**src/sv/bsps_pkg.sv**
```systemverilog
// shared types, constants and microcode table of the buffer stride padding search
package bsps_pkg;

   localparam int DEF_MAX_PAD_BYTES = 8192;
   localparam int DEF_MAX_LANES     = 64;

   localparam int COUNT_W  = 24;
   localparam int BYTE_W   = 14;
   localparam int LANE_W   = 7;
   localparam int STRIDE_W = 25;
   localparam int ALIGN_W  = 8;

   localparam int CRIT_STRIDE = 16 * 1024;
   localparam int CRIT_RANGE  = 768;

   typedef enum logic [2:0] {
      COND_ALWAYS,
      COND_REQ_VALID,
      COND_MISALIGNED,
      COND_NO_HOPS,
      COND_DIST_BAD,
      COND_LAST_HOP,
      COND_PAD_DONE,
      COND_SLOT_BUSY
   } cond_type;

   typedef enum logic [3:0] {
      STEP_WAIT,
      STEP_INIT,
      STEP_ALIGN,
      STEP_RULE,
      STEP_HOP,
      STEP_HOPEND,
      STEP_NEXT,
      STEP_PASS,
      STEP_FAIL
   } step_type;

   typedef struct packed {
      cond_type cond;
      step_type jump_t;
      step_type jump_f;
      logic     ld_req;
      logic     init;
      logic     ld_dist;
      logic     step_hop;
      logic     step_stride;
      logic     emit;
      logic     emit_found;
   } ucode_type;

   typedef struct packed {
      logic req_valid;
      logic misaligned;
      logic no_hops;
      logic dist_bad;
      logic last_hop;
      logic pad_done;
      logic slot_busy;
   } stat_type;

   typedef struct packed {
      logic req_ready;
      logic ld_req;
      logic init;
      logic ld_dist;
      logic step_hop;
      logic step_stride;
      logic emit;
      logic emit_found;
   } ctrl_type;

   function automatic ucode_type ucode_rom(step_type s);
      ucode_type w;
      w = '{cond: COND_ALWAYS, jump_t: STEP_WAIT, jump_f: STEP_WAIT, default: 1'b0};
      unique case (s)
         STEP_WAIT: begin
            w.cond = COND_REQ_VALID; w.jump_t = STEP_INIT; w.jump_f = STEP_WAIT;
            w.ld_req = 1'b1;
         end
         STEP_INIT: begin
            w.cond = COND_ALWAYS; w.jump_t = STEP_ALIGN; w.jump_f = STEP_ALIGN;
            w.init = 1'b1;
         end
         STEP_ALIGN: begin
            w.cond = COND_MISALIGNED; w.jump_t = STEP_NEXT; w.jump_f = STEP_RULE;
            w.ld_dist = 1'b1;
         end
         STEP_RULE: begin
            w.cond = COND_NO_HOPS; w.jump_t = STEP_PASS; w.jump_f = STEP_HOP;
         end
         STEP_HOP: begin
            w.cond = COND_DIST_BAD; w.jump_t = STEP_NEXT; w.jump_f = STEP_HOPEND;
         end
         STEP_HOPEND: begin
            w.cond = COND_LAST_HOP; w.jump_t = STEP_PASS; w.jump_f = STEP_HOP;
            w.step_hop = 1'b1;
         end
         STEP_NEXT: begin
            w.cond = COND_PAD_DONE; w.jump_t = STEP_FAIL; w.jump_f = STEP_ALIGN;
            w.step_stride = 1'b1;
         end
         STEP_PASS: begin
            w.cond = COND_SLOT_BUSY; w.jump_t = STEP_PASS; w.jump_f = STEP_WAIT;
            w.emit = 1'b1; w.emit_found = 1'b1;
         end
         STEP_FAIL: begin
            w.cond = COND_SLOT_BUSY; w.jump_t = STEP_FAIL; w.jump_f = STEP_WAIT;
            w.emit = 1'b1;
         end
         default: begin
            w.cond = COND_ALWAYS; w.jump_t = STEP_WAIT; w.jump_f = STEP_WAIT;
         end
      endcase
      return w;
   endfunction

endpackage

```
**src/sv/bsps_ucode_seq.sv**
```systemverilog
// step counter and microcode sequencer of the stride search
module bsps_ucode_seq (
   input  logic              clock,
   input  logic              reset,
   input  bsps_pkg::stat_type stat,
   output bsps_pkg::ctrl_type ctrl
);

   bsps_pkg::step_type  step_ff;
   bsps_pkg::step_type  step_in;
   bsps_pkg::ucode_type word;
   logic                taken;

   always_ff @(posedge clock) begin
      if (reset) begin
         step_ff <= bsps_pkg::STEP_WAIT;
      end else begin
         step_ff <= step_in;
      end
   end

   always_comb begin
      word = bsps_pkg::ucode_rom(step_ff);
      unique case (word.cond)
         bsps_pkg::COND_ALWAYS:     taken = 1'b1;
         bsps_pkg::COND_REQ_VALID:  taken = stat.req_valid;
         bsps_pkg::COND_MISALIGNED: taken = stat.misaligned;
         bsps_pkg::COND_NO_HOPS:    taken = stat.no_hops;
         bsps_pkg::COND_DIST_BAD:   taken = stat.dist_bad;
         bsps_pkg::COND_LAST_HOP:   taken = stat.last_hop;
         bsps_pkg::COND_PAD_DONE:   taken = stat.pad_done;
         bsps_pkg::COND_SLOT_BUSY:  taken = stat.slot_busy;
         default:                   taken = 1'b0;
      endcase
      step_in = taken ? word.jump_t : word.jump_f;

      ctrl.req_ready   = (step_ff == bsps_pkg::STEP_WAIT);
      ctrl.ld_req      = word.ld_req;
      ctrl.init        = word.init;
      ctrl.ld_dist     = word.ld_dist;
      ctrl.step_hop    = word.step_hop;
      ctrl.step_stride = word.step_stride;
      ctrl.emit        = word.emit & ~stat.slot_busy;
      ctrl.emit_found  = word.emit_found;
   end

endmodule

```
**src/sv/buffer_stride_padding_search.sv**
```systemverilog
// top level of the buffer stride padding search: datapath and result register
//
//  channel | direction | ports
//  --------+-----------+-----------------------------------------------------------
//  req     | in        | req_valid, req_ready, req_element_count, req_element_bytes,
//          |           | req_lane_total
//  rsp     | out       | rsp_valid, rsp_ready, rsp_chosen_stride, rsp_found
//  csr     | in        | csr_we, csr_wdata (stride_rule)
//
// one item at a time: setup and emit, plus, per candidate stride, an alignment
// step, a rule step when it passes alignment (skipped when misaligned), and a
// check per hop unless hops are skipped (hop loop of the microcode, up to lanes-1 hops)
// candidates number up to MAX_PAD_BYTES / element_bytes + 1
// synchronous reset clears the step counter, result valid and stride_rule
// a waiting result holds the sequencer in its emit step; req_ready is high only when idle
module buffer_stride_padding_search #(
   parameter int MAX_PAD_BYTES = bsps_pkg::DEF_MAX_PAD_BYTES,
   parameter int MAX_LANES     = bsps_pkg::DEF_MAX_LANES
) (
   input  logic                          clock,
   input  logic                          reset,
   input  logic                          req_valid,
   output logic                          req_ready,
   input  logic [bsps_pkg::COUNT_W-1:0]  req_element_count,
   input  logic [bsps_pkg::BYTE_W-1:0]   req_element_bytes,
   input  logic [bsps_pkg::LANE_W-1:0]   req_lane_total,
   output logic                          rsp_valid,
   input  logic                          rsp_ready,
   output logic [bsps_pkg::STRIDE_W-1:0] rsp_chosen_stride,
   output logic                          rsp_found,
   input  logic                          csr_we,
   input  logic                          csr_wdata
);

   localparam int PAD_W = $clog2(MAX_PAD_BYTES + 2 ** bsps_pkg::BYTE_W);

   bsps_pkg::stat_type stat;
   bsps_pkg::ctrl_type ctrl;

   logic                            rule_ff;
   logic [bsps_pkg::COUNT_W-1:0]    count_ff;
   logic [bsps_pkg::BYTE_W-1:0]     size_ff;
   logic [bsps_pkg::LANE_W-1:0]     lanes_ff;
   logic [bsps_pkg::LANE_W-1:0]     lanes_in;
   logic [bsps_pkg::STRIDE_W-1:0]   stride_ff;
   logic [bsps_pkg::BYTE_W-1:0]     bytes_ff;
   logic [bsps_pkg::BYTE_W-1:0]     dist_ff;
   logic [bsps_pkg::LANE_W-1:0]     hop_ff;
   logic [PAD_W-1:0]                pad_ff;
   logic [PAD_W-1:0]                pad_sum;
   logic [2*bsps_pkg::BYTE_W-1:0]   prod;
   logic                            rsp_valid_ff;
   logic [bsps_pkg::STRIDE_W-1:0]   rsp_stride_ff;
   logic                            rsp_found_ff;

   bsps_ucode_seq u_seq (
      .clock (clock),
      .reset (reset),
      .stat  (stat),
      .ctrl  (ctrl)
   );

   always_comb begin
      if (32'(req_lane_total) > MAX_LANES) begin
         lanes_in = bsps_pkg::LANE_W'(MAX_LANES);
      end else begin
         lanes_in = req_lane_total;
      end
      prod    = count_ff[bsps_pkg::BYTE_W-1:0] * size_ff;
      pad_sum = pad_ff + PAD_W'(size_ff);

      stat.req_valid  = req_valid;
      stat.misaligned = (bytes_ff[bsps_pkg::ALIGN_W-1:0] != '0);
      stat.no_hops    = ~rule_ff | (lanes_ff <= bsps_pkg::LANE_W'(1));
      stat.dist_bad   =
         (dist_ff >= bsps_pkg::BYTE_W'(bsps_pkg::CRIT_STRIDE - bsps_pkg::CRIT_RANGE)) ||
         (dist_ff <= bsps_pkg::BYTE_W'(bsps_pkg::CRIT_RANGE));
      stat.last_hop   = ({1'b0, hop_ff} + 1'b1) >= {1'b0, lanes_ff};
      stat.pad_done   = (size_ff == '0) || (pad_sum > PAD_W'(MAX_PAD_BYTES));
      stat.slot_busy  = rsp_valid_ff & ~rsp_ready;
   end

   always_ff @(posedge clock) begin
      if (reset) begin
         rule_ff      <= 1'b0;
         rsp_valid_ff <= 1'b0;
      end else begin
         if (csr_we) begin
            rule_ff <= csr_wdata;
         end
         if (ctrl.emit) begin
            rsp_valid_ff <= 1'b1;
         end else if (rsp_ready) begin
            rsp_valid_ff <= 1'b0;
         end
      end
   end

   always_ff @(posedge clock) begin
      if (ctrl.ld_req) begin
         count_ff <= req_element_count;
         size_ff  <= req_element_bytes;
         lanes_ff <= lanes_in;
      end
      if (ctrl.init) begin
         stride_ff <= {1'b0, count_ff};
         bytes_ff  <= prod[bsps_pkg::BYTE_W-1:0];
         pad_ff    <= '0;
      end
      if (ctrl.step_stride) begin
         stride_ff <= stride_ff + 1'b1;
         bytes_ff  <= bytes_ff + size_ff;
         pad_ff    <= pad_sum;
      end
      if (ctrl.ld_dist) begin
         dist_ff <= bytes_ff;
         hop_ff  <= bsps_pkg::LANE_W'(1);
      end
      if (ctrl.step_hop) begin
         dist_ff <= dist_ff + bytes_ff;
         hop_ff  <= hop_ff + 1'b1;
      end
      if (ctrl.emit) begin
         rsp_found_ff  <= ctrl.emit_found;
         rsp_stride_ff <= ctrl.emit_found ? stride_ff : '0;
      end
   end

   assign req_ready         = ctrl.req_ready;
   assign rsp_valid         = rsp_valid_ff;
   assign rsp_chosen_stride = rsp_stride_ff;
   assign rsp_found         = rsp_found_ff;

endmodule
```
**config.mk**
```make
export PLATFORM = sky130hd
export DESIGN_NAME = buffer_stride_padding_search
export DESIGN_NICKNAME = d
export VERILOG_FILES = /design/src/sv/bsps_pkg.sv /design/src/sv/bsps_ucode_seq.sv /design/src/sv/buffer_stride_padding_search.sv
export SDC_FILE = /design/constraint.sdc
export NUM_CORES = 1
export LEC_CHECK = 0
export BUFFER_PORTS_ARGS = -buffer_cell sky130_fd_sc_hd__buf_2
export CAP_MARGIN = 20
export CORE_UTILIZATION = 55
export CTS_CLUSTER_DIAMETER = 100
export DETAILED_ROUTE_END_ITERATION = 10
export MAX_ROUTING_LAYER = met4
export PLACE_DENSITY = 0.73
export SLEW_MARGIN = 5
export SYNTH_ARGS = -nofsm -noshare
export SYNTH_HDL_FRONTEND = slang
export SYNTH_SLANG_ARGS = --single-unit
```
**constraint.sdc**
```tcl
create_clock -name clock -period 6.7 [get_ports clock]
set_input_delay 1.34 -clock clock [delete_from_list [all_inputs] [get_ports clock]]
set_output_delay 1.34 -clock clock [all_outputs]
set_load 0.02 [all_outputs]
```
==> run summary <==
The proportion of synthesized flip-flops having asynchronous set or reset was 0; the global-route congestion overflow total was 0. The library cell contributing the largest single delay on the critical path is sky130_fd_sc_hd__fa_1. Number of nets still failing antenna checks after routing: 0.

At the pin with the least slew margin, the transition time is 1.02 ns. The count of buffers from port buffering was 78. For the final database, setup skew stands at 0.0161 ns.

In the routed design, unresolved DRC markers number 0. 79 I/O pins were placed. Static timing analysis puts the maximum clock frequency at 172 MHz.

From synthesis to final layout, the design area changed by 10.4%. The number of violations reported at the end of detailed-routing iteration 0 was 571; the clock latency at the later pin of the worst-skew pair was 0.45 ns. The signal on the critical path passes through and2_1 > fa_1 > inv_1 > fa_1 > inv_1 > fa_1 > inv_1 > fa_1 > inv_1 > fa_1 > inv_1 > fa_1 > inv_1 > ha_1 > and2_1 > o21ai_0 > o31ai_1 > o41ai_1 > xnor2_1 > nand2_1 > o21ai_0.

The worst hold path begins at rule_ff$_SDFFE_PP0P_. The run gives 0.322 as the max-slew headroom at the worst pin. The dominant combinational cell family by area after synthesis is adder cells. From left edge to right edge, the die measures 147 um. The post-synthesis compound-gate area fraction was 0.110; the maximum number of pins on one net before global-route repair was 74. The ratio of final minimum period to clock period was 0.867; the clock tree buffer depth was 2. Leaving out fill and tap cells, the most frequent cell in the layout is sky130_fd_sc_hd__edfxtp_1. STA classifies the critical path startpoint as a register. The run gives 0 as the number of buffers added for setup after CTS.

Count of cells along the worst register-to-register path: 21. The end point of the most critical hold path was rule_ff$_SDFFE_PP0P_. The final net count was 1399. The logs give 0.565 for the starting density of the core and 4 for the H-tree depth reported by CTS.

The basic-gate share of the synthesized area counting and, or, nand and nor cells is 0.175. The run gives 0 as the number of gates resized after cts. The worst stage delay on the critical path is 0.54 ns.

After detailed routing, the number of vias per cell comes to 5.68. The final-report hold violation count is 0, and the XOR/XNOR share of the synthesized area is 0.0665. The tools report the via count of the first global-routing pass as 8120. Number of cells produced by synthesis: 1137.

Routability-driven placement finished with a final weighted congestion of 0.891. Counting the fill cells in the layout gives 1682. The first global-routing pass estimated 42000 um of wire. The number of distinct standard cells referenced by the synthesized netlist came out at 70. The tools report the startpoint of the worst-slack reg-to-reg timing path as count_ff[5]$_DFFE_PP_. The floorplan has 52 rows. After synthesis the cells add up to 11500 um2. A synthesized cell averages 10.1 um2. Counting instances, the worst hold path has a depth of 2. The tree is rooted in a sky130_fd_sc_hd__clkbuf_16. In this run the critical register-to-register path is captured at bytes_ff[13]$_DFFE_PP_. The number of flops mapped to enable cells by yosys was 146; the detail-routed net length per standard cell was 17.4 um. The clock-pin slew on the worst setup and hold paths is 0.07 ns, and the count of final max-slew check failures is 0.

Cell class contributing the biggest share of worst-path delay: adder cells. The detailed router placed 8416 vias in this run. The post-synthesis mux area share is 0.00445, and the number of buffers inserted during clock tree synthesis is 17.

The worst register-to-register path has a setup slack of 0.89 ns. For the overall global routing resource usage, the log shows 0.259. The y dimension of the die works out to 147 um. Critical path capture point type: a register. The clock period minus final worst setup slack works out to 5.81 ns. The overall die area is 21600 um2, and the buffering stage count on the worst path with inverters included is 6. STA puts the critical path data required time at 6.87 ns. Number of warnings printed during yosys synthesis: 0. For the worst setup path, the data arrival time is 5.98 ns. TritonCTS built the clock tree. The proportion of synthesized chip area in sequential cells came out at 0.390.

In the layout the commonest cells are 146 x sky130_fd_sc_hd__edfxtp_1, 139 x sky130_fd_sc_hd__nand2_1, 107 x sky130_fd_sc_hd__inv_1. The number of antenna violations at the first check in global routing was 1. The top fanout value on the critical path came out at 10. The number of storage elements in the synthesis netlist is 152, and the number of instances in the placed design is 1450. Net count of the mapped netlist: 1337. Setup repair after global routing left no endpoint under its margin. The run gives 0 as the final setup violation count. The number of clock sinks is 152.

The path class of the tightest hold or removal check is register to register. Excluding fillers, the count of instances in the completed layout stands at 1482. The dominant register cell in the synthesized netlist was sky130_fd_sc_hd__edfxtp_1. The classification of the worst setup path was register to register. The tools report the quantity of hold-fixing buffers added after cts as 0. The floorplan step defined a core boundary enclosing 20400 um2. Across the run, the number of max-cap violations was 0. Summed over all failing endpoints, the final setup total negative slack is 0 ns. Wires add up to 25800 um.

The arithmetic-cell share of the synthesized area counting full adders, half adders and majority gates was 0.200; the fraction of final layout cells sized beyond drive strength 1 was 0.117. The detailed placer's ending HPWL came out at 18400 um. The run finished with clean final reports. The tools report the length of the first detailed-routing pass in iterations as 5.
-- through the flow --
step / setup slack, ns / util / hold WS (ns) / area, um2
2_1_floorplan: 1.12 / - / 0.454 / 11500
3_3_place_gp: 1.00 / 0.595 / 0.500 / 12100
3_5_place_dp: 0.896 / 0.595 / 0.520 / 12100
4_1_cts: 0.876 / 0.623 / 0.536 / 12700
5_1_grt: 0.514 / 0.623 / 0.556 / 12700
6_report: 0.888 / 0.623 / 0.530 / 12700
-- worst reg2reg max path, delay by kind of cell, from the launching register on --
kind	cells	cell delay [ns]
adders and majority gates	7	3.43
AOI/OAI and AO/OA	4	0.67
DFF	1	0.53
and+or+nand+nor	3	0.48
buffers and inverters	6	0.31
xor gates and xnor gates	1	0.12
-- synth_stat cells (4+ instances only) --
cell | n | share of area
sky130_fd_sc_hd__nand3_1 | 23 | 0.010
sky130_fd_sc_hd__nor2_1 | 57 | 0.019
sky130_fd_sc_hd__o21a_1 | 7 | 0.0046
sky130_fd_sc_hd__xnor2_1 | 46 | 0.035
sky130_fd_sc_hd__a211oi_1 | 9 | 0.0059
sky130_fd_sc_hd__dfxtp_1 | 6 | 0.010
sky130_fd_sc_hd__clkbuf_1 | 34 | 0.011
sky130_fd_sc_hd__or3_1 | 9 | 0.0049
sky130_fd_sc_hd__edfxtp_1 | 146 | 0.38
sky130_fd_sc_hd__or2_2 | 4 | 0.0022
sky130_fd_sc_hd__inv_1 | 107 | 0.035
sky130_fd_sc_hd__and3_1 | 13 | 0.0071
sky130_fd_sc_hd__o21ai_0 | 65 | 0.028
sky130_fd_sc_hd__xor2_1 | 39 | 0.030
sky130_fd_sc_hd__a2111oi_0 | 9 | 0.0068
sky130_fd_sc_hd__ha_1 | 90 | 0.098
sky130_fd_sc_hd__nor2b_1 | 11 | 0.0060
sky130_fd_sc_hd__a21o_1 | 16 | 0.010
sky130_fd_sc_hd__mux2i_1 | 4 | 0.0035
sky130_fd_sc_hd__a31oi_1 | 7 | 0.0038
sky130_fd_sc_hd__nand2b_1 | 7 | 0.0038
sky130_fd_sc_hd__and4_1 | 4 | 0.0030
sky130_fd_sc_hd__fa_1 | 59 | 0.10
sky130_fd_sc_hd__nand4_1 | 11 | 0.0060
sky130_fd_sc_hd__o211ai_1 | 4 | 0.0026
sky130_fd_sc_hd__and2_1 | 82 | 0.044
sky130_fd_sc_hd__nor3_1 | 13 | 0.0056
sky130_fd_sc_hd__o31ai_1 | 6 | 0.0039
sky130_fd_sc_hd__nand2_1 | 139 | 0.045
sky130_fd_sc_hd__a21oi_1 | 36 | 0.016
sky130_fd_sc_hd__o21bai_1 | 6 | 0.0039
sky130_fd_sc_hd__nor4_1 | 9 | 0.0049
-- sequential cells by signal (all words and copies together), names as in the netlist, 4 cells and up --
signal and cells:
rsp_chosen_stride 25, dist_ff 14, lanes_ff 7, hop_ff 7
bytes_ff 14, stride_ff 25, count_ff 24, u_seq.step_ff 4
size_ff 14, pad_ff 15
-- logic make-up (layout without fill, tap and decap cells) --
group | after synthesis | count (layout)
XOR/XNOR | 86 | 86
flip-flops | 152 | 152
adder cells (fa/ha/maj) | 149 | 149
AND/OR/NAND/NOR | 400 | 400
AO/OA/AOI/OAI | 194 | 194
buffers and inverters | 151 | 225
multiplexers | 5 | 5
other | 0 | 1
-- final cells by class --
class                           count  area (um2)  share of cell area
Antenna cell                        1        2.50            0.000196
Clock buffer                       17         425              0.0334
Clock inverter                     14         161              0.0127
Inverter                          108         405              0.0318
Multi-Input combinational cell    834        6450               0.506
Sequential cell                   152        4500               0.354
Tap cell                          270         338              0.0265
Timing Repair Buffer               86         450              0.0354
-- routing by layer --
layer / share of wire / track usage / routed length (um)
met2: 0.46 / 0.391 / 12000
met4: 0.015 / 0.0729 / 384
met5: 0 / - / 0
met3: 0.056 / 0.0481 / 1450
met1: 0.46 / 0.357 / 12000
-- worst max-delay path by stage --
stage	depth (start not counted)	slack, ns	end	from
2_1_floorplan	22	1.12	bytes_ff[13]$_DFFE_PP_	size_ff[4]$_DFFE_PP_
3_3_place_gp	21	1.00	bytes_ff[13]$_DFFE_PP_	count_ff[5]$_DFFE_PP_
3_5_place_dp	21	0.90	bytes_ff[13]$_DFFE_PP_	count_ff[5]$_DFFE_PP_
4_1_cts	21	0.88	bytes_ff[13]$_DFFE_PP_	count_ff[5]$_DFFE_PP_
5_1_grt	21	0.51	bytes_ff[13]$_DFFE_PP_	count_ff[5]$_DFFE_PP_
6_report	21	0.89	bytes_ff[13]$_DFFE_PP_	count_ff[5]$_DFFE_PP_
Power is left out: the tool's default activity adds up to more than one toggle a clock period on the data nets, which glitch-free logic cannot reach.
